**src/rtl/tfg_pkg.sv**
```systemverilog
// Shared types, constants and elaboration-time table functions for the twiddle generator.
package tfg_pkg;

    localparam int          ANGLE_FRACTION_BITS  = 24;
    localparam int          CORDIC_STEPS         = 24;
    localparam int          OUTPUT_FRACTION_BITS = 16;
    localparam int          QUOT_BITS            = 22;
    localparam logic [16:0] MAX_POINTS           = 17'd65536;
    localparam logic [63:0] ONE_Q62              = 64'd1 << 62;
    localparam logic        REG_IDX_TRANSFORM_SIZE = 1'b0;

    // Fold and range information that travels with an item.
    typedef struct packed {
        logic       oor;
        logic [2:0] fold;
    } tfg_side_t;

    // Classified item passed from the front end to the back end.
    typedef struct packed {
        tfg_side_t   side;
        logic [15:0] pos;
        logic [16:0] size;
    } tfg_item_t;

    // Restoring division used only to build constants during elaboration.
    function automatic logic [63:0] udiv64(input logic [63:0] a, input logic [63:0] b);
        logic [64:0] r;
        logic [63:0] q;
        r = '0;
        q = '0;
        for (int i = 63; i >= 0; i--)
        begin
            r = {r[63:0], a[i]};
            if (r >= {1'b0, b})
            begin
                r    = r - {1'b0, b};
                q[i] = 1'b1;
            end
        end
        return q;
    endfunction

    // Arctangent of 1/d in Q62 by its alternating series.
    function automatic logic [63:0] atan_recip(input logic [63:0] d);
        logic [63:0] pw;
        logic [63:0] acc;
        logic [63:0] term;
        logic [63:0] j;
        pw  = udiv64(ONE_Q62, d);
        acc = '0;
        j   = '0;
        while (pw != 64'd0)
        begin
            term = udiv64(pw, 64'd2 * j + 64'd1);
            if (j[0] == 1'b0)
                acc = acc + term;
            else
                acc = acc - term;
            pw = udiv64(udiv64(pw, d), d);
            j  = j + 64'd1;
        end
        return acc;
    endfunction

    function automatic logic [63:0] isqrt64(input logic [63:0] v_in);
        logic [63:0] v;
        logic [63:0] r;
        logic [63:0] b;
        v = v_in;
        r = '0;
        b = 64'd1 << 62;
        while (b > v)
            b = b >> 2;
        while (b != 64'd0)
        begin
            if (v >= r + b)
            begin
                v = v - (r + b);
                r = (r >> 1) + b;
            end
            else
                r = r >> 1;
            b = b >> 2;
        end
        return r;
    endfunction

    // Pi in Q62, which is also two pi in Q61.
    function automatic logic [63:0] calc_pi_q62();
        return 64'd16 * atan_recip(64'd5) - 64'd4 * atan_recip(64'd239);
    endfunction

    function automatic logic [63:0] calc_gain_start();
        logic [63:0] k2;
        k2 = ONE_Q62;
        for (int i = 0; i < CORDIC_STEPS; i++)
            k2 = k2 - udiv64(k2, (64'd1 << (2 * i)) + 64'd1);
        return isqrt64(k2) << 31;
    endfunction

    localparam logic [63:0] PI_Q62     = calc_pi_q62();
    localparam logic [63:0] GAIN_START = calc_gain_start();

    function automatic logic [63:0] atan_entry(input int i);
        if (i == 0)
            return PI_Q62 >> 2;
        return atan_recip(64'd1 << i);
    endfunction

endpackage

```
**src/rtl/tfg_front.sv**
```systemverilog
// Front end: accepts indices, checks range and folds the angle into the first octant.
module tfg_front
(
    input  logic                 clk,
    input  logic                 rst_n,
    input  logic [16:0]          transform_size,
    input  logic                 in_valid,
    output logic                 in_ready,
    input  logic [15:0]          in_index,
    output logic                 out_valid,
    input  logic                 out_ready,
    output tfg_pkg::tfg_item_t   out_item
);

    logic               valid_reg;
    tfg_pkg::tfg_item_t item_reg;
    tfg_pkg::tfg_item_t item_next;
    logic [16:0]        n_eff;
    logic [18:0]        full, p0, p1, p2, p3, n19;
    logic               f4, f2, f1;
    logic               load;

    // Clamp the size, then apply the three reflections.
    always_comb
    begin
        n_eff = (transform_size > tfg_pkg::MAX_POINTS) ? tfg_pkg::MAX_POINTS : transform_size;
        n19   = {2'b00, n_eff};
        full  = {n_eff, 2'b00};
        p0    = {1'b0, in_index, 2'b00};
        f4    = p0 > (full - p0);
        p1    = f4 ? (full - p0) : p0;
        f2    = p1 > n19;
        p2    = f2 ? (p1 - n19) : p1;
        f1    = p2 > (n19 - p2);
        p3    = f1 ? (n19 - p2) : p2;
        item_next.side.oor  = {1'b0, in_index} >= n_eff;
        item_next.side.fold = {f4, f2, f1};
        item_next.pos       = p3[15:0];
        item_next.size      = n_eff;
    end

    assign in_ready  = !valid_reg || out_ready;
    assign load      = in_valid && in_ready;
    assign out_valid = valid_reg;
    assign out_item  = item_reg;

    always_ff @(posedge clk or negedge rst_n)
    begin
        if (!rst_n)
            valid_reg <= 1'b0;
        else if (in_ready)
            valid_reg <= in_valid;
    end

    always_ff @(posedge clk)
    begin
        if (load)
            item_reg <= item_next;
    end

endmodule

```
**config.mk**
```make
export PLATFORM = sky130hd
export DESIGN_NAME = tfg_front
export DESIGN_NICKNAME = d
export VERILOG_FILES = /design/src/rtl/tfg_pkg.sv /design/src/rtl/tfg_front.sv
export SDC_FILE = /design/constraint.sdc
export NUM_CORES = 1
export LEC_CHECK = 0
export ABC_AREA = 1
export BUFFER_PORTS_ARGS = -buffer_cell sky130_fd_sc_hd__buf_4
export CORE_ASPECT_RATIO = 1.25
export CORE_MARGIN = 2
export CORE_UTILIZATION = 50
export DETAILED_ROUTE_END_ITERATION = 7
export PLACE_DENSITY = 0.79
export SLEW_MARGIN = 30
export SYNTH_ARGS = -nofsm -noshare
export SYNTH_HDL_FRONTEND = slang
export SYNTH_SLANG_ARGS = --single-unit
```
**constraint.sdc**
```tcl
create_clock -name clk -period 2.44 [get_ports clk]
set_input_delay 0.732 -clock clk [delete_from_list [all_inputs] [get_ports clk]]
set_output_delay 0.732 -clock clk [all_outputs]
set_load 0.005 [all_outputs]
```
==> metrics.md, run 1 <==
| Metric | Value |
|---|---|
| CTS Buf Count | 5 |
| Exit stage | 5_1_grt |
| Die X | 99.07 microns |
| Commonest cells post-synth | 198 x nand2_1, 124 x inv_1, 94 x ha_1 |
| H-tree Lvls | 2 |
| Syn. warnings | 0 |
| Syn_area_per_cell | 7.000 sq um |
| Die height | 122.8 microns |
| Unique masters post-synth | 47 |
| Largest cells by area after synthesis | ha_1 21%, edfxtp_1 20%, nand2_1 13% |
| Top-area cell type share of the netlist area | 20.82% |
| Routability cong. | 1.003 |
| Cts hold-fix bufs | 0 |
| Synth async-reset ratio | 2.632% |
| HPWL after detailed placement | 16420 microns |
| Number of synthesized register bits | 38 |
| Rows | 43 |
| Max Root-Sink Buffers | 2 |
| Num ports | 76 |
| Count leader, synth | nand2_1 |
| Most used DFF post-synth | edfxtp_1 |
| Largest net degree at the start of global routing | 38 |
| Cell area after synthesis | 5649 sq um |
| Mapped Cells | 807 |
| Port Buffers | 75 |
| Cell count after placement | 1297 |
| Worst EP kind | sequential cell input |
| Status | stopped before the end |
| Post-synth EDFFs | 37 |
| Clk sinks | 38 |
| Post-Synthesis Net Count | 939 |
| Crit. endpoint post-GRT repair | out_item[17]$_DFFE_PP_/D |
| Run Error | [ERROR DPL-0038] Utilization greater than 100%, impossible to legalize |
| Root Buffer Master | clkbuf_16 |
| Area leader, netlist | ha_1 |
| Register area share after synthesis | 20.11% |
| Starting Density | 50.97% |
-- cells by family after synthesis --
| kind of cell | Yosys count | synth area share [%] |
|---|---|---|
| buffers and inverters | 136 | 9.546 |
| DFF | 38 | 20.11 |
| and+or+nand+nor | 349 | 28.22 |
| AOI/OAI and AO/OA | 149 | 14.75 |
| xor gates and xnor gates | 40 | 6.201 |
| adders and majority gates | 95 | 21.17 |
-- stage by stage --
step                setup slack (ns)  cell area [sq um]  hold WS (ns)  util, %
CTS                           -5.801              10280        0.2100    92.80
detailed placement            -6.801               8688        0.5091    78.39
global placement              -6.571               8688        0.5070    78.39
floorplan                     -5.973               5857        0.4364        -
-- repair_timing --
action | 4_1_cts
cloned | 6
gates resized for setup | 190
endpoints found under the setup margin | 20
setup buffers | 75
pin swaps | 100
==> inputs of run 2 (changes only) <==
Settings changed: CORE_ASPECT_RATIO 1.25 to unset, CORE_UTILIZATION 50 to 35, PLACE_DENSITY 0.79 to unset, PLACE_DENSITY_LB_ADDON set to 0.15.
Clock period 2.44 ns to 3.2 ns, I/O delays scaled along.
==> run 2 against run 1 <==
Against the previous run:
- the flow now finishes, with violations (setup timing)
- synthesized area did not move
- synthesized cell count unchanged
==> metrics.md, run 2 <==
| Metric | Value |
|---|---|
| Crit path kind | in -> reg |
| Detailed-route DRC error count | 0 |
| Power, Total | 8.606 mW |
| Slew @ Worst Pin | 0.5213 ns |
| DR pass1 iterations | 4 |
| Pint | 4.701 mW |
| Sw power | 3.904 mW |
| Unique masters post-synth | 47 |
| Share of cells above drive strength 1 | 57.49% |
| Initial antenna violation count | 0 |
| Die area | 17170 sq um |
| Setup TNS | -98.80 ns |
| Number of synthesized register bits | 38 |
| RR Endpoint | out_item[26]$_DFFE_PP_ |
| Starting Density | 35.69% |
| Clock Power Share | 6.4% |
| Initial DRC Count | 356 |
| Maximum clock rate | 113.7 MHz |
| Largest net degree at the start of global routing | 38 |
| Syn. warnings | 0 |
| Global-route wire length before repair | 33420 microns |
| Clk pin slew, worst setup/hold paths | 0.06 ns |
| Total congestion overflow | 0 |
| CP Capture Type | flop |
| Vias | 7124 |
| Layout Skew | 0.02065 ns |
| Top-area cell type share of the netlist area | 20.82% |
| Max stage delay cell, worst path | or4_4 |
| Slew Limit Fails | 0 |
| Root Buffer Master | clkbuf_16 |
| Ant diodes | 0 |
| Power per Cell Area | 796.7 nW/um^2 |
| Final Hold Vio Count | 0 |
| Routed vias/inst | 4.823 |
| Worst Path Required | 3.25 ns |
| Clk sinks | 38 |
| Endpoints failing setup | 20 |
| Critical Path Max Stage Delay | 0.53 ns |
| Slew Limit Headroom | 65.25% |
| Period utilization | 275.0% |
| Flop pwr share | 9.1% |
| Num ports | 76 |
| CORE AREA | 15830 sq um |
| Most frequent CP cell | nand2_2 |
| HPWL after detailed placement | 16090 microns |
| Worst VDD drop | 0.4972 mV |
| Routed Antenna Nets | 0 |
| Post-Route Utilization | 68.25% |
| Area growth syn-to-layout | 91.21% |
| Failing checks | setup timing |
| Rows | 46 |
| Most used DFF post-synth | edfxtp_1 |
| DRT Wirelength | 22470 microns |
| Post-synth EDFFs | 37 |
| Register area share after synthesis | 20.11% |
| Worst r2r path cells | 2 |
| Most common cell after layout, fill and taps aside | buf_4 |
| Worst skew pair latency | 0.31 ns |
| Die X | 131.0 microns |
| Leak Pwr | 5.545 nW |
| Max Root-Sink Buffers | 2 |
| Largest cells by area after synthesis | ha_1 21%, edfxtp_1 20%, nand2_1 13% |
| Count leader, synth | nand2_1 |
| Crit path max-delay family | simple AND/OR/NAND/NOR gates |
| Tightest Hold Check Type | in -> async |
| Syn_area_per_cell | 7.000 sq um |
| Port Buffers | 75 |
| Status | finished, violations left |
| Gr usage total | 25.17% |
| Critical path depth | 51 |
| Post-Synthesis Net Count | 939 |
| Fin crit period | 8.799 ns |
| R2R setup slack | 1.81 ns |
| Die height | 131.0 microns |
| Fin cells | 1477 |
| Crit start category | input pin |
| Final WS setup | -5.599 ns |
| Area leader, netlist | ha_1 |
| Critical R2R Launch | out_valid$_DFFE_PN0N_ |
| Mapped Cells | 807 |
| Combinational Power Share | 84.5% |
| Synth async-reset ratio | 2.632% |
| Vias in the first global route | 6746 |
| Routed length per instance | 15.21 microns |
| CTS tree | done |
| Cell count after placement | 1398 |
| Commonest cells post-synth | 198 x nand2_1, 124 x inv_1, 94 x ha_1 |
| Max reg flops | 37 |
| Dpl ws | -6.226 ns |
| Cell area after synthesis | 5649 sq um |
| Critical Path AT | 8.85 ns |
| Unrepaired setup endpoints after global routing | true |
| Routability cong. | 0.9179 |
| Most frequent cells in the layout | 428 x buf_4, 145 x nand2_1, 104 x inv_1, 69 x ha_1, 64 x nand2_2 |
| Final net count | 1392 |
| CTS Buf Count | 5 |
| Critical Path Fanout Max | 8 |
| Switching share of power | 45.37% |
| WP buf/inv | 12 |
| Max_cap viols | 0 |
| H-tree Lvls | 2 |
run 2: cell counts after synthesis:
Identical to the previous run, type by type.
run 2: metrics by stage:
step	hold slack, ns	cell area (sq um)
final	0.4257	10800
after global routing	0.4200	10800
after CTS	0.4224	10020
after detailed placement	0.5782	8952
after global placement	0.5718	8952
after floorplan	0.5507	5857
run 2: layout make-up:
cell class | count | area, sq um
Multi-Input combinational cell | 637 | 5209
Clock buffer | 5 | 125.1
Sequential cell | 38 | 1136
Clock inverter | 3 | 16.27
Inverter | 125 | 489.2
Tap cell | 216 | 270.3
Timing Repair inverter | 2 | 17.52
Timing Repair Buffer | 451 | 3538
Fill cell | 1264 | 5026
run 2: logic make-up (layout without fill, tap and decap cells):
logic type | after synthesis | after routing | synth area share, %
simple gates | 349 | 353 | 28.22
fa+ha+maj | 95 | 95 | 21.17
flops | 38 | 38 | 20.11
buf+inv | 136 | 586 | 9.546
xor+xnor | 40 | 40 | 6.201
compound gates | 149 | 149 | 14.75
run 2: power groups by stage:
stage	sequential, mW	clock, mW	combinational [mW]
final	0.783	0.547	7.28
after CTS	0.784	0.553	6.14
after global routing	0.797	0.570	7.86
after detailed placement	0.792	0	5.31
after floorplan	0.809	0	2.81
after global placement	0.794	0	5.24
run 2: how the worst max path moves through the flow:
stage	start	to	slack, ns
6_report	transform_size[13]	out_item[24]$_DFFE_PP_	-5.60
5_1_grt	transform_size[9]	out_item[24]$_DFFE_PP_	-6.01
4_1_cts	transform_size[12]	out_item[19]$_DFFE_PP_	-5.51
3_3_place_gp	transform_size[13]	out_item[31]$_DFFE_PP_	-6.04
3_5_place_dp	transform_size[13]	out_item[32]$_DFFE_PP_	-6.23
2_1_floorplan	transform_size[7]	out_item[23]$_DFFE_PP_	-5.44
run 2: repair_timing:
action,in CTS,in global routing
buffers inserted,50,15
gates cloned,6,2
gates resized for setup,120,158
hold buffers,0,0
endpoints found under the setup margin,20,20
pin swaps,74,77
run 2: per-layer routing:
metal	wire length [microns]	global-route usage [%]	share of wire (%)	vias to the layer above
met4	520	6.571	2.3	0
li1	-	-	-	3588
met5	0	0	0	-
met1	10300	33.92	46	3364
met2	10900	42.73	48	136
met3	752	3.013	3.3	36
Note: power is estimated with default switching activity, not from simulation.
