==> src/rtl/tfg_pkg.sv <==
// Shared types, constants and elaboration-time table functions for the twiddle generator.
package tfg_pkg;

    localparam int          ANGLE_FRACTION_BITS  = 24;
    localparam int          CORDIC_STEPS         = 24;
    localparam int          OUTPUT_FRACTION_BITS = 16;
    localparam int          QUOT_BITS            = 22;
    localparam logic [16:0] MAX_POINTS           = 17'd65536;
    localparam logic [63:0] ONE_Q62              = 64'd1 << 62;
    localparam logic        REG_IDX_TRANSFORM_SIZE = 1'b0;

    // Fold and range information that travels with an item.
    typedef struct packed {
        logic       oor;
        logic [2:0] fold;
    } tfg_side_t;

    // Classified item passed from the front end to the back end.
    typedef struct packed {
        tfg_side_t   side;
        logic [15:0] pos;
        logic [16:0] size;
    } tfg_item_t;

    // Restoring division used only to build constants during elaboration.
    function automatic logic [63:0] udiv64(input logic [63:0] a, input logic [63:0] b);
        logic [64:0] r;
        logic [63:0] q;
        r = '0;
        q = '0;
        for (int i = 63; i >= 0; i--)
        begin
            r = {r[63:0], a[i]};
            if (r >= {1'b0, b})
            begin
                r    = r - {1'b0, b};
                q[i] = 1'b1;
            end
        end
        return q;
    endfunction

    // Arctangent of 1/d in Q62 by its alternating series.
    function automatic logic [63:0] atan_recip(input logic [63:0] d);
        logic [63:0] pw;
        logic [63:0] acc;
        logic [63:0] term;
        logic [63:0] j;
        pw  = udiv64(ONE_Q62, d);
        acc = '0;
        j   = '0;
        while (pw != 64'd0)
        begin
            term = udiv64(pw, 64'd2 * j + 64'd1);
            if (j[0] == 1'b0)
                acc = acc + term;
            else
                acc = acc - term;
            pw = udiv64(udiv64(pw, d), d);
            j  = j + 64'd1;
        end
        return acc;
    endfunction

    function automatic logic [63:0] isqrt64(input logic [63:0] v_in);
        logic [63:0] v;
        logic [63:0] r;
        logic [63:0] b;
        v = v_in;
        r = '0;
        b = 64'd1 << 62;
        while (b > v)
            b = b >> 2;
        while (b != 64'd0)
        begin
            if (v >= r + b)
            begin
                v = v - (r + b);
                r = (r >> 1) + b;
            end
            else
                r = r >> 1;
            b = b >> 2;
        end
        return r;
    endfunction

    // Pi in Q62, which is also two pi in Q61.
    function automatic logic [63:0] calc_pi_q62();
        return 64'd16 * atan_recip(64'd5) - 64'd4 * atan_recip(64'd239);
    endfunction

    function automatic logic [63:0] calc_gain_start();
        logic [63:0] k2;
        k2 = ONE_Q62;
        for (int i = 0; i < CORDIC_STEPS; i++)
            k2 = k2 - udiv64(k2, (64'd1 << (2 * i)) + 64'd1);
        return isqrt64(k2) << 31;
    endfunction

    localparam logic [63:0] PI_Q62     = calc_pi_q62();
    localparam logic [63:0] GAIN_START = calc_gain_start();

    function automatic logic [63:0] atan_entry(input int i);
        if (i == 0)
            return PI_Q62 >> 2;
        return atan_recip(64'd1 << i);
    endfunction

endpackage

==> src/rtl/tfg_queue.sv <==
// Four-entry queue between the front end and the back end.
module tfg_queue
(
    input  logic                 clk,
    input  logic                 rst_n,
    input  logic                 push,
    input  tfg_pkg::tfg_item_t   push_item,
    output logic                 full,
    input  logic                 pop,
    output tfg_pkg::tfg_item_t   pop_item,
    output logic                 empty
);

    tfg_pkg::tfg_item_t mem_reg [4];
    logic [1:0]         wr_ptr_reg, rd_ptr_reg;
    logic [2:0]         count_reg;

    assign full     = count_reg == 3'd4;
    assign empty    = count_reg == 3'd0;
    assign pop_item = mem_reg[rd_ptr_reg];

    // Pointers and fill count.
    always_ff @(posedge clk or negedge rst_n)
    begin
        if (!rst_n)
        begin
            wr_ptr_reg <= '0;
            rd_ptr_reg <= '0;
            count_reg  <= '0;
        end
        else
        begin
            if (push)
                wr_ptr_reg <= wr_ptr_reg + 2'd1;
            if (pop)
                rd_ptr_reg <= rd_ptr_reg + 2'd1;
            if (push && !pop)
                count_reg <= count_reg + 3'd1;
            else if (pop && !push)
                count_reg <= count_reg - 3'd1;
        end
    end

    always_ff @(posedge clk)
    begin
        if (push)
            mem_reg[wr_ptr_reg] <= push_item;
    end

endmodule

==> config.mk <==
export PLATFORM = sky130hd
export DESIGN_NAME = tfg_queue
export DESIGN_NICKNAME = d
export VERILOG_FILES = /design/src/rtl/tfg_pkg.sv /design/src/rtl/tfg_queue.sv
export SDC_FILE = /design/constraint.sdc
export NUM_CORES = 1
export LEC_CHECK = 0
export ABC_AREA = 1
export BUFFER_PORTS_ARGS = -buffer_cell sky130_fd_sc_hd__buf_4
export CORE_ASPECT_RATIO = 1.75
export CORE_MARGIN = 5
export CORE_UTILIZATION = 51
export DETAILED_ROUTE_END_ITERATION = 6
export PLACE_DENSITY = 0.75
export SETUP_SLACK_MARGIN = 0.05
export SLEW_MARGIN = 20
export SYNTH_ARGS = -nofsm -noshare
export SYNTH_HDL_FRONTEND = slang
export SYNTH_SLANG_ARGS = --single-unit
==> constraint.sdc <==
create_clock -name clk -period 3.49 [get_ports clk]
set_input_delay 0.5235 -clock clk [delete_from_list [all_inputs] [get_ports clk]]
set_output_delay 0.5235 -clock clk [all_outputs]
set_load 0.01 [all_outputs]
Yosys cells after proc, flatten, opt, wreduce, memory -nomap -nowiden:

Memories as Yosys holds them, arrays and structs flattened.
Index checks and enable logic that the tools add are counted.

* $add $sub $neg: 4
* equal/unequal tests: 1
* multiplexer cells: 4
* reduce and logical (&&, ||, !) cells: 6

Operator list (count)
* $mux 3: 2
* $add 2x1->2 const B: 2
* $add 3x1->3 const B: 1
* $eq 3x3->1 const B: 1
* $logic_not 3->1: 1
* $sub 3x1->3 const B: 1
* $logic_and 1x1->1: 2
* $logic_not 1->1: 2
* $mux 1: 2
* $reduce_bool 2->1: 1

* logic and storage cells: 19
* register bits: 7
* output and inout bits: 39
* memories: 1
* memory bits (writable): 148
* input bits: 41

Memories
* mem_reg: depth 4, bits a word 37, rd ports 1, clocked after Yosys merged registers in 0, wr ports 1, line tfg_queue.sv:14 `tfg_pkg::tfg_item_t mem_reg [4];`

Longest topological paths before layout:

Gate-level depths: netlist (run 1).

* word-level depth: 4
* mapped depth: 9
* gate-level depth less buffers: 9

Worst setup path before layout (run 1):

No wires, ideal clock.

* path kind: input -> register
* start: input push
* end: memory mem_reg[0][0] (netlist name) (enable)
* stages on the path: 3
* path slack: 1556 ps
* path buffers: 1
* data arrival time: 1543 ps
* library setup time: 392 ps
* required time: 3098 ps
* cells stage by stage: clkbuf_1 > nand2_1 > inv_1

* word-level cells in the longest chain between the ends: 2

Ends and longest elaborated chain
* start: declaration: line tfg_queue.sv:6 `input logic push,`
* $mux 1: line tfg_queue.sv:46 `if (push)`
* $mux 1 (implied by the code): line tfg_queue.sv:47 `mem_reg[wr_ptr_reg] <= push_item;`
* end: declaration: line tfg_queue.sv:14

Every way passes these cells.

==> results of run 1 <==
[routing by layer]
metal  vias to the layer above  wire [µm]  GRT usage [%]
met1                      1821       4510           18.3
li1                       1804          -              -
met2                        85       6650           31.3
met3                        16        566           4.99
met5                         -          0              0
met4                         0        290           6.95
[cell type report]
type | instances | area (µm²) | area share (%)
multi-input cells | 213 | 1220 | 15.9
well taps | 168 | 210 | 2.74
clock inverters | 13 | 239 | 3.11
flip-flops and latches | 155 | 4620 | 60.2
repair buffers | 83 | 626 | 8.14
inverters | 86 | 323 | 4.20
diodes | 1 | 2.50 | 0.0326
clock buffers | 19 | 433 | 5.64
[path summary, 6_finish.rpt]
kind / end / slack, ns / cells past startpoint
hold reg to reg: count_reg[2] / 0.52 / 2
setup reg to reg: mem_reg[2][2] / 1.68 / 4
max in group asynchronous: rd_ptr_reg[0] / 2.89 / 2
min in group asynchronous: rd_ptr_reg[1] / 0.46 / 2
setup / recovery: pop_item[33] / 0.63 / 5
hold / removal: rd_ptr_reg[0] / 0.31 / 2
[cells in the final DEF, fill, tap and decap left out, drive strengths merged]
cell type and n:
buf 82, bufinv 6, clkbuf 19, clkinv 2, clkinvlp 2, dfrtp 7
diode 1, dlygate4sd3 1, edfxtp 148, fa 1, ha 5, inv 89
nand2 124, nand3 1, nand4 1, nor3 2, o211ai 74, o21ai 1
xnor2 1, xor2 3
[metrics by stage]
step                      hold WS (ns)  total power [W]  area (µm²)  instances
after detailed placement         0.341          0.00489        7000        704
after global placement           0.340          0.00480        7000        704
final                            0.306          0.00688        7680        738
after floorplan                  0.228          0.00407        6370        480
after CTS                        0.292          0.00694        7680        737
after global routing             0.293          0.00727        7680        738
[worst max-delay path: cells and delay by family, from the launching register on]
| family | cells | cell delay (ns) |
|---|---|---|
| and+or+nand+nor | 2 | 0.22 |
| buffers and inverters | 2 | 0.63 |
| DFF | 1 | 0.98 |
| AOI/OAI and AO/OA | 1 | 0.08 |
[kinds of logic after synthesis]
kind of cell | share of synthesized area (%)
flops | 72.5
simple gates | 7.64
buf+inv | 8.25
compound gates | 9.74
fa+ha+maj | 1.30
xor+xnor | 0.550
[power breakdown]
group          switching, W  total, W  internal, W  leakage, nW
Sequential         0.000263   0.00271      0.00245         1.44
Combinational       0.00125   0.00211     0.000860         1.37
Clock              0.000704   0.00205      0.00135        0.319
Total               0.00222   0.00688      0.00466         3.13
[repair_timing]
| action | 4_1_cts | 5_1_grt |
|---|---|---|
| hold endpoints to repair | 7 | 0 |
| resized for setup | 0 | 0 |
| buffers inserted | 0 | 0 |
| hold buffers | 1 | 0 |
==> run summary, run 1 <==
The run finished with clean final reports. In this run the deepest clock path goes through 2 buffers. Pin placement for this block handled 80 I/O pins. After synthesis, the netlist uses 18 different library cells. The remaining antenna violation count after routing is 0. In this run the most critical hold path is launched from pop. The count of flip-flops with a built-in enable after synthesis is 148.

Averaged over all synthesized cells, the footprint is 13.3 µm². The cell area after synthesis came out at 6370 µm². The net count after synthesis is 527. Clock tree synthesis selected as its root buffer the cell sky130_fd_sc_hd__clkbuf_16. The largest incremental delay on the critical path came out at 0.98 ns. The number of iterations in the first detailed-routing pass is 4.

The type of the worst setup path is flop to output pin. The data arrival time of the critical path is 2.34 ns. Across every metal layer, demand over resource in global routing totals 17.2%. The standard cell core area came out at 12,400 µm². The total DRC errors in the routed layout came out at 0.

The area enclosed by the die boundary came out at 14,900 µm². STA classifies the critical path endpoint as an output pin. The share of the synthesized area in the top cell type is 69.8%. The worst pin sits at a relative slew slack of 36.4%. The post-synthesis sequential area ratio is 72.5%. The clock period minus worst slack came out at 2.86 ns.

The weighted congestion at the end of routability-driven global placement is 0.721. The actual slew at the worst max-slew pin came out at 0.952 ns. The number of warnings reported in the yosys synthesis log came out at 0. The initial standard-cell utilization of the core is 51.5%. The width of the die came out at 94.5 µm. In the finished design, the share of the clock period the worst path needs comes to 82.0%. The final layout net count is 603. The path category of the worst min-delay check is input port to flop.

The total power density per cell area came out at 895 nW/µm². The number of antenna violations at the first check in global routing is 1. The beginning of the worst register-to-register path is wr_ptr_reg[0]. Timing analysis after detailed placement gives a worst setup slack of 1.04 ns. Along the worst path, the maximum fanout reaches 92.

The clock sink count is 155. The utilization after layout came out at 62.1%. The HPWL reported at the end of detailed placement came out at 7150 µm. The top flip-flop cell by instance count after synthesis is sky130_fd_sc_hd__edfxtp_1. The final max-slew violation count is 0. The remaining global-route overflow came out at 0. The fraction of final layout cells with drive strength greater than 1 came out at 22.8%. The layout has 894 filler cells. Using the TritonRoute via totals, the vias-per-cell ratio works out to 5.05. The standard cell with the maximum stage delay on the critical path is sky130_fd_sc_hd__dfrtp_4. Ranked by total cell area, the synthesized netlist is headed by sky130_fd_sc_hd__edfxtp_1, sky130_fd_sc_hd__nand2_1, sky130_fd_sc_hd__o211ai_1, sky130_fd_sc_hd__inv_1, sky130_fd_sc_hd__dfrtp_1. The number of buffers inserted during clock tree synthesis is 17.

The highest achievable clock rate came out at 349 MHz. The worst setup skew after layout is 0.00490 ns. The number of global-route vias before repair came out at 3,824.

In this run the worst setup path begins at rd_ptr_reg[0]. The smallest setup slack after layout is 0.629 ns. Across the run, the number of max-cap violations was 0. The row count is 54. The count of mapped cells out of synthesis came out at 480. Setup violations remaining at the end of the flow were counted as 0.

The setup total negative slack is 0 ns. The synthesized flop and latch total came out at 155. The clock reaches the later pin of the worst-skew pair after 0.41 ns. Compared with the post-synthesis result, the final layout area differs by 20.6%. The flip-flop count of the largest register, all copies and words added is 148. The initial detailed-routing violation count is 223.

The clock tree from TritonCTS is yes. The detailed-route wire length per cell is 16.3 µm. The final-report hold violation count came out at 0. The biggest area contributor in the post-synthesis netlist is sky130_fd_sc_hd__edfxtp_1. Traced cell by cell, the critical path runs through buf_4, nand2_1, o211ai_2, nand2_1, buf_4. The worst-case IR drop observed on VDD is 0.000717 V.

STA classifies the critical path startpoint as a flop. The first global-routing pass estimated 18,900 µm of wire. The number of port buffers is 79. By count the netlist is led by sky130_fd_sc_hd__edfxtp_1, sky130_fd_sc_hd__nand2_1, sky130_fd_sc_hd__inv_1. The most common cell in the synthesized netlist is sky130_fd_sc_hd__edfxtp_1.

The share of flip-flops with an asynchronous set or reset came out at 4.52%. At the worst endpoint, the required time is 2.97 ns. From bottom edge to top edge, the die measures 158 µm.

Setup repair after global routing left no endpoint under its margin. The H-tree depth reported by CTS is 4. The largest net degree at the start of global routing is 93.

For this design the static power due to leakage is 3.13 nW. The total via count after detailed routing is 3,726. The detailed-route wire length is 12,000 µm. After clock tree synthesis, the clock-pin slew on the worst setup and hold paths is 0.06 ns.
Power figures use the tool's default switching activity.
==> run 2, diff against run 1 <==
PLACE_DENSITY = 0.77   (was 0.75)
clock period = 2.5 ns   (was 3.49 ns; I/O delays follow)
==> run summary, run 2 (synthesis results as in run 1) <==
The flow ran to the end, and the final reports show no timing, DRC or antenna violations. The global routing usage summed across all routing layers is 17.2%. The count of endpoints failing setup in the final report is 0. The standard cell core area is 12,400 µm². The kind of capture point of the worst setup path is an output pin. The kind of cell with the highest combined delay along the critical path is flip-flops. The width of the die is 94.5 µm. The clock network fraction of total power is 27.5%. The number of buffers inserted during clock tree synthesis is 17. The largest incremental delay on the critical path came out at 0.67 ns. For the final database, setup skew stands at 0.00507 ns. For this design the static power due to leakage is 3.15 nW. The data arrival time of the critical path is 1.92 ns. The tool flagged a number of max-cap violations equal to 0. Traced cell by cell, the critical path runs through buf_12, nand2_1, o211ai_1, nand2_1, buf_4. The number of setup buffers added after CTS is 0. The fraction of final layout cells with drive strength greater than 1 came out at 23.7%. The largest net degree at the start of global routing came out at 71.

The final layout net count came out at 609. The clock period could shrink to 2.30 ns. For this design, the sink count on the clock tree is 155. The number of buffers on the longest clock path is 2. The maximum vdd ir drop came out at 0.000919 V. The largest individual stage delay along the critical path comes from the cell sky130_fd_sc_hd__dfrtp_4.

Detailed placement ended at an HPWL of 7430 µm. The path category of the worst min-delay check is input port to flop. The utilization after layout is 62.2%.

The initialized floorplan defines 54 standard-cell rows. The total via count after detailed routing is 3,737. The smallest setup slack after layout is 0.204 ns. On the final layout, the worst hold slack is 0.161 ns. The required time of the critical path came out at 2.12 ns. Relative to the synthesized area, the layout overhead comes to 20.8%. The critical path contains buffers and inverters numbering 2 combined.

Clock tree synthesis selected as its root buffer the cell sky130_fd_sc_hd__clkbuf_16. Among the stages of the critical path, the cell type that occurs most often is sky130_fd_sc_hd__nand2_1. In the layout the commonest cells are sky130_fd_sc_hd__edfxtp_1, sky130_fd_sc_hd__nand2_1, sky130_fd_sc_hd__buf_4, sky130_fd_sc_hd__inv_1, sky130_fd_sc_hd__o211ai_1. The startpoint kind of the worst setup timing path is a flop. The initial standard-cell utilization of the core is 51.5%. Setup repair after global routing left no endpoint under its margin.

The total power density per cell area is 1220 nW/µm². The worst pin sits at a relative slew slack of 61.5%. The number of hold buffers added after CTS was 1. In the finished design, the share of the clock period the worst path needs comes to 91.9%. The setup total negative slack came out at 0 ns. The worst setup timing slack at the placement stage is 0.653 ns. Summed over all layers, the global routing overflow is 0. The number of iterations in the first detailed-routing pass came out at 4. The congestion estimate from routability-driven global placement came to 0.722. At the pin with the least slew margin, the transition time is 0.578 ns. The number of global-route vias before repair came out at 3,869. The wire length of the first global-routing pass is 18,900 µm.

The vias per cell is 5.04. The number of resized instances in the post-cts repair step came out at 0. The detailed-route wire length came out at 11,900 µm.

In this run switching power makes up 32.3% of total power. The most common library cell in the layout ignoring fill and taps is sky130_fd_sc_hd__edfxtp_1. The register clock-pin slew on the reported worst setup and hold paths came out at 0.06 ns. The clock latency of the later-clocked register in the worst-skew pair is 0.41 ns.

The final max-slew violation count is 0. The final-report hold violation count came out at 0. The flip-flop count of the largest register, all copies and words added came out at 148. Of all nets on the critical path, the largest fanout is 70.

The boundary pin count is 80. The internal power consumption came out at 0.00636 W. The total DRC errors in the routed layout came out at 0. The overall die height is 158 µm. The clock tree from TritonCTS is yes.

For this block, the initial DRC count from the detailed router was 161. Summed over all nets, the switching power comes to 0.00304 W. The worst setup path is of the flop to output pin kind. The highest achievable clock rate came out at 435 MHz. The H-tree depth reported by CTS came out at 4. The remaining antenna violation count after routing came out at 0. The area enclosed by the die boundary is 14,900 µm². In the final routed layout, each cell accounts on average for 16.1 µm. The number of antenna violations at the first check in global routing is 1. Of the total power, registers draw 38.9%. The number of port buffers came out at 79.

The share of power burned in combinational logic came out at 33.6%.
## run 2: cell count changes in the layout (fill, tap and decap cells not counted), sizes merged
cell    before  now
clkinv       2    7
buf         82   88
inv         89   86
bufinv       6    4
clkbuf      19   17
## run 2: cell type report
cell class	count	area, µm²
multi-input combinational	213	1220
tap	168	210
antenna	1	2.50
sequential	155	4620
inverter	86	323
timing repair buffer	89	708
clock inverter	13	178
fill	931	4670
clock buffer	17	425
## run 2: per-stage QoR
step | std cells | instance area, µm² | total power, W
finish | 742 | 7690 | 0.00940
global placement | 710 | 7080 | 0.00680
CTS | 741 | 7690 | 0.00951
detailed placement | 710 | 7080 | 0.00692
global route | 742 | 7690 | 0.00996
floorplan | 480 | 6370 | 0.00568
## run 2: worst paths after layout
| kind | from | to | slack, ns | depth (start not counted) |
|---|---|---|---|---|
| max in group asynchronous | rst_n | rd_ptr_reg[0] | 2.03 | 2 |
| min reg2reg | count_reg[2] | count_reg[2] | 0.52 | 2 |
| min | push_item[0] | mem_reg[2][0] | 0.16 | 1 |
| max reg2reg | wr_ptr_reg[0] | mem_reg[0][27] | 0.86 | 5 |
| min in group asynchronous | rst_n | count_reg[0] | 0.32 | 2 |
| max | rd_ptr_reg[0] | pop_item[20] | 0.20 | 5 |
## run 2: metal layers
| layer | vias to the layer above | routed length, µm | GRT usage (%) | share of wire (%) |
|---|---|---|---|---|
| li1 | 1814 | - | - | - |
| met1 | 1835 | 4390 | 17.5 | 37 |
| met2 | 77 | 6810 | 32.3 | 57 |
| met3 | 11 | 528 | 4.99 | 4.4 |
| met4 | 0 | 179 | 6.81 | 1.5 |
| met5 | - | 0 | 0 | 0 |
## run 2: power by group through the flow
stage | sequential [W] | combinational (W) | clock (W)
floorplan | 0.00358 | 0.00210 | 0
detailed placement | 0.00371 | 0.00321 | 0
finish | 0.00366 | 0.00316 | 0.00258
global route | 0.00371 | 0.00350 | 0.00275
global placement | 0.00368 | 0.00312 | 0
CTS | 0.00367 | 0.00323 | 0.00261
==> run 3, diff against run 2 <==
PLACE_DENSITY = not set   (was 0.77)
PLACE_DENSITY_LB_ADDON = 0.15   (was not set)
==> run summary, run 3 (synthesis results as in run 1) <==
The standard cell core area is 12,400 µm². The die is 94.5 µm wide. The worst setup path is captured at an output pin. The worst setup timing slack at the placement stage is 0.700 ns. For the worst setup path, the data arrival time is 1.82 ns. The wire length of the first global-routing pass is 19,200 µm. Setup repair after global routing left no endpoint under its margin. The clock tree from TritonCTS is yes.

The tool flagged a number of max-cap violations equal to 0. The number of filler cells placed in the layout is 995. Across all setup checks in the final design, the least slack found is 0.307 ns. The met3 track demand over resource is 4.56%. The critical path depth came out at 4. The capturing point of the worst reg2reg path is mem_reg[0][9]. The worst max-slew margin expressed relative to the limit came out at 64.2%. The standard cell with the maximum stage delay on the critical path is sky130_fd_sc_hd__dfrtp_2. Adding up every negative setup slack in the final design gives 0 ns. Per report_power, the combinational group accounts for 33.7% of the total. The number of antenna violations at the first check in global routing came out at 0. The peak fanout along the critical path came out at 20. Walking the worst path, the cells encountered are buf_4, o211ai_1, nand2_1, buf_4. The placed cell area came out at 7120 µm².

The worst setup skew after layout is 0.00497 ns. The flip-flop count of the largest register, all copies and words added came out at 148. The share of the clock period used by the worst path after layout came out at 87.7%. The total DRC errors in the routed layout came out at 0. The multi-input logic area is 1220 µm². The number of buffers on the longest clock path came out at 2. The worst setup path is launched from a flop. The detailed-route wire length per cell came out at 16.3 µm.

The worst setup path is of the flop to output pin kind. The largest incremental delay on the critical path came out at 0.66 ns. The share of total power in sequential cells came out at 39.2%. The beginning of the worst register-to-register path is wr_ptr_reg[1]. The initialized floorplan defines 54 standard-cell rows. Once the floorplan was initialized, standard cells occupied 51.5% of the core.

The area growth from synthesis to final layout is 21.3%. For the worst-skew pair, the clock arrives at the later sink with an insertion delay of 0.41 ns. The total overflow left after global routing is 0. The HPWL reported at the end of detailed placement is 7900 µm. The number of buffers inserted during clock tree synthesis came out at 17. The dominant cell type by count on the critical path is sky130_fd_sc_hd__buf_4.

The highest achievable clock rate is 456 MHz. The initial detailed-routing violation count came out at 233. The number of cells on the worst reg-to-reg path is 5. The number of iterations in the first detailed-routing pass came out at 4. The met2 capacity usage during global routing is 31.6%.

The register clock-pin slew on the reported worst setup and hold paths came out at 0.06 ns. For the finished layout, the period the worst path requires is 2.19 ns. The vias per cell is 5.03. For met1 alone, demand over resource in global routing was 19.2%. The internal power of the cells totals 0.00634 W.

In the layout the commonest cells are sky130_fd_sc_hd__edfxtp_1, sky130_fd_sc_hd__nand2_1, sky130_fd_sc_hd__buf_4, sky130_fd_sc_hd__inv_1, sky130_fd_sc_hd__o211ai_1. The clock network fraction of total power came out at 27.1%. The H-tree was split into 4 levels. CTS placed an instance of sky130_fd_sc_hd__clkbuf_16 at the clock tree root. The clock sink count came out at 155.

The total power density per cell area is 1220 nW/µm². The setup slack of the worst register-to-register path is 0.74 ns. The critical path ends at pop_item[15]. The area occupied by registers came out at 4620 µm². The remaining antenna violation count after routing is 0. The final-report hold violation count is 0. Of the total power, the share spent switching nets is 32.7%. In this run the count of I/O pins placed on the die edge is 80. The count of endpoints failing setup in the final report is 0.

For this design the static power due to leakage is 3.15 nW. The global routing usage summed across all routing layers is 17.4%. The layer flagged by global routing as most heavily used is met2. Among cell families on the critical path, the largest total delay comes from flip-flops. The run finished with clean final reports. The actual slew at the worst max-slew pin came out at 0.537 ns. The switching power is 0.00308 W. The overall die height is 158 µm. The detailed-route wire length came out at 12,200 µm. The final max-slew violation count is 0.

The worst-case IR drop observed on VDD is 0.000608 V. The largest net degree at the start of global routing came out at 61. The count of buffer and inverter cells on the critical path came out at 2.

At the worst endpoint, the required time is 2.12 ns. The count of buffers added on input and output ports is 79. The path class of the tightest hold or removal check is input port to flop. The area enclosed by the die boundary is 14,900 µm². Leaving out fill and tap cells, the most frequent cell in the layout is sky130_fd_sc_hd__edfxtp_1. The number of diodes added for antenna fixing is 0. The total via count after detailed routing came out at 3,751. The fraction of final layout cells with drive strength greater than 1 came out at 23.7%. The start point of the critical path is rd_ptr_reg[1].

The count of buffers added by post-CTS timing repair for setup came out at 0. The congestion estimate from routability-driven global placement came to 0.801. The number of global-route vias before repair was 3,839. The final layout net count came out at 611. Summing all non-filler instances in the final layout gives an area of 7730 µm².
[run 3: cell count changes in the layout (fill, tap and decap cells not counted), sizes merged]
cell      previous run  this run
clkbuf              17        22
clkinv               7         3
buf                 88        90
clkinvlp             2         4
bufinv               4         3
diode                1         0
[run 3: area by class of cell]
| cell class | count | area share, % |
|---|---|---|
| flip-flops and latches | 155 | 59.8 |
| well taps | 168 | 2.72 |
| clock buffers | 22 | 5.88 |
| repair buffers | 91 | 9.68 |
| clock inverters | 10 | 1.85 |
| inverters | 86 | 4.18 |
| multi-input cells | 213 | 15.9 |
[run 3: repair_timing]
item                      4_1_cts  5_1_grt
resized for setup               0        0
hold buffers                    1        0
hold endpoints to repair        7        0
[run 3: stage by stage]
| step | instances | hold slack, ns | util (%) | total power, W |
|---|---|---|---|---|
| 4_1_cts | 745 | 0.142 | 62.5 | 0.00953 |
| 3_5_place_dp | 712 | 0.194 | 57.6 | 0.00699 |
| 5_1_grt | 745 | 0.135 | 62.5 | 0.00998 |
| 3_3_place_gp | 712 | 0.196 | 57.6 | 0.00689 |
| 2_1_floorplan | 480 | 0.0794 | - | 0.00568 |
| 6_report | 745 | 0.156 | 62.5 | 0.00942 |
[run 3: worst min-delay path by stage]
stage	startpoint	endpoint	slack, ns	depth (start not counted)
5_1_grt	push_item[18]	mem_reg[0][18]	0.14	1
3_5_place_dp	rst_n	count_reg[2]	0.19	1
6_report	pop	rd_ptr_reg[0]	0.16	2
2_1_floorplan	rst_n	count_reg[0]	0.08	0
3_3_place_gp	rst_n	count_reg[2]	0.20	1
4_1_cts	pop	rd_ptr_reg[0]	0.14	2
[run 3: power by group through the flow]
stage | Clock [W] | Combinational [W] | Sequential, W
after global routing | 0.00271 | 0.00352 | 0.00375
after CTS | 0.00258 | 0.00325 | 0.00370
after global placement | 0 | 0.00317 | 0.00373
after floorplan | 0 | 0.00210 | 0.00358
final | 0.00255 | 0.00317 | 0.00370
after detailed placement | 0 | 0.00323 | 0.00376
[run 3: routing by layer]
| metal | wire [µm] | vias to the layer above |
|---|---|---|
| met5 | 0 | - |
| met4 | 220 | 0 |
| met3 | 453 | 18 |
| met2 | 6730 | 65 |
| met1 | 4770 | 1852 |
| li1 | - | 1816 |
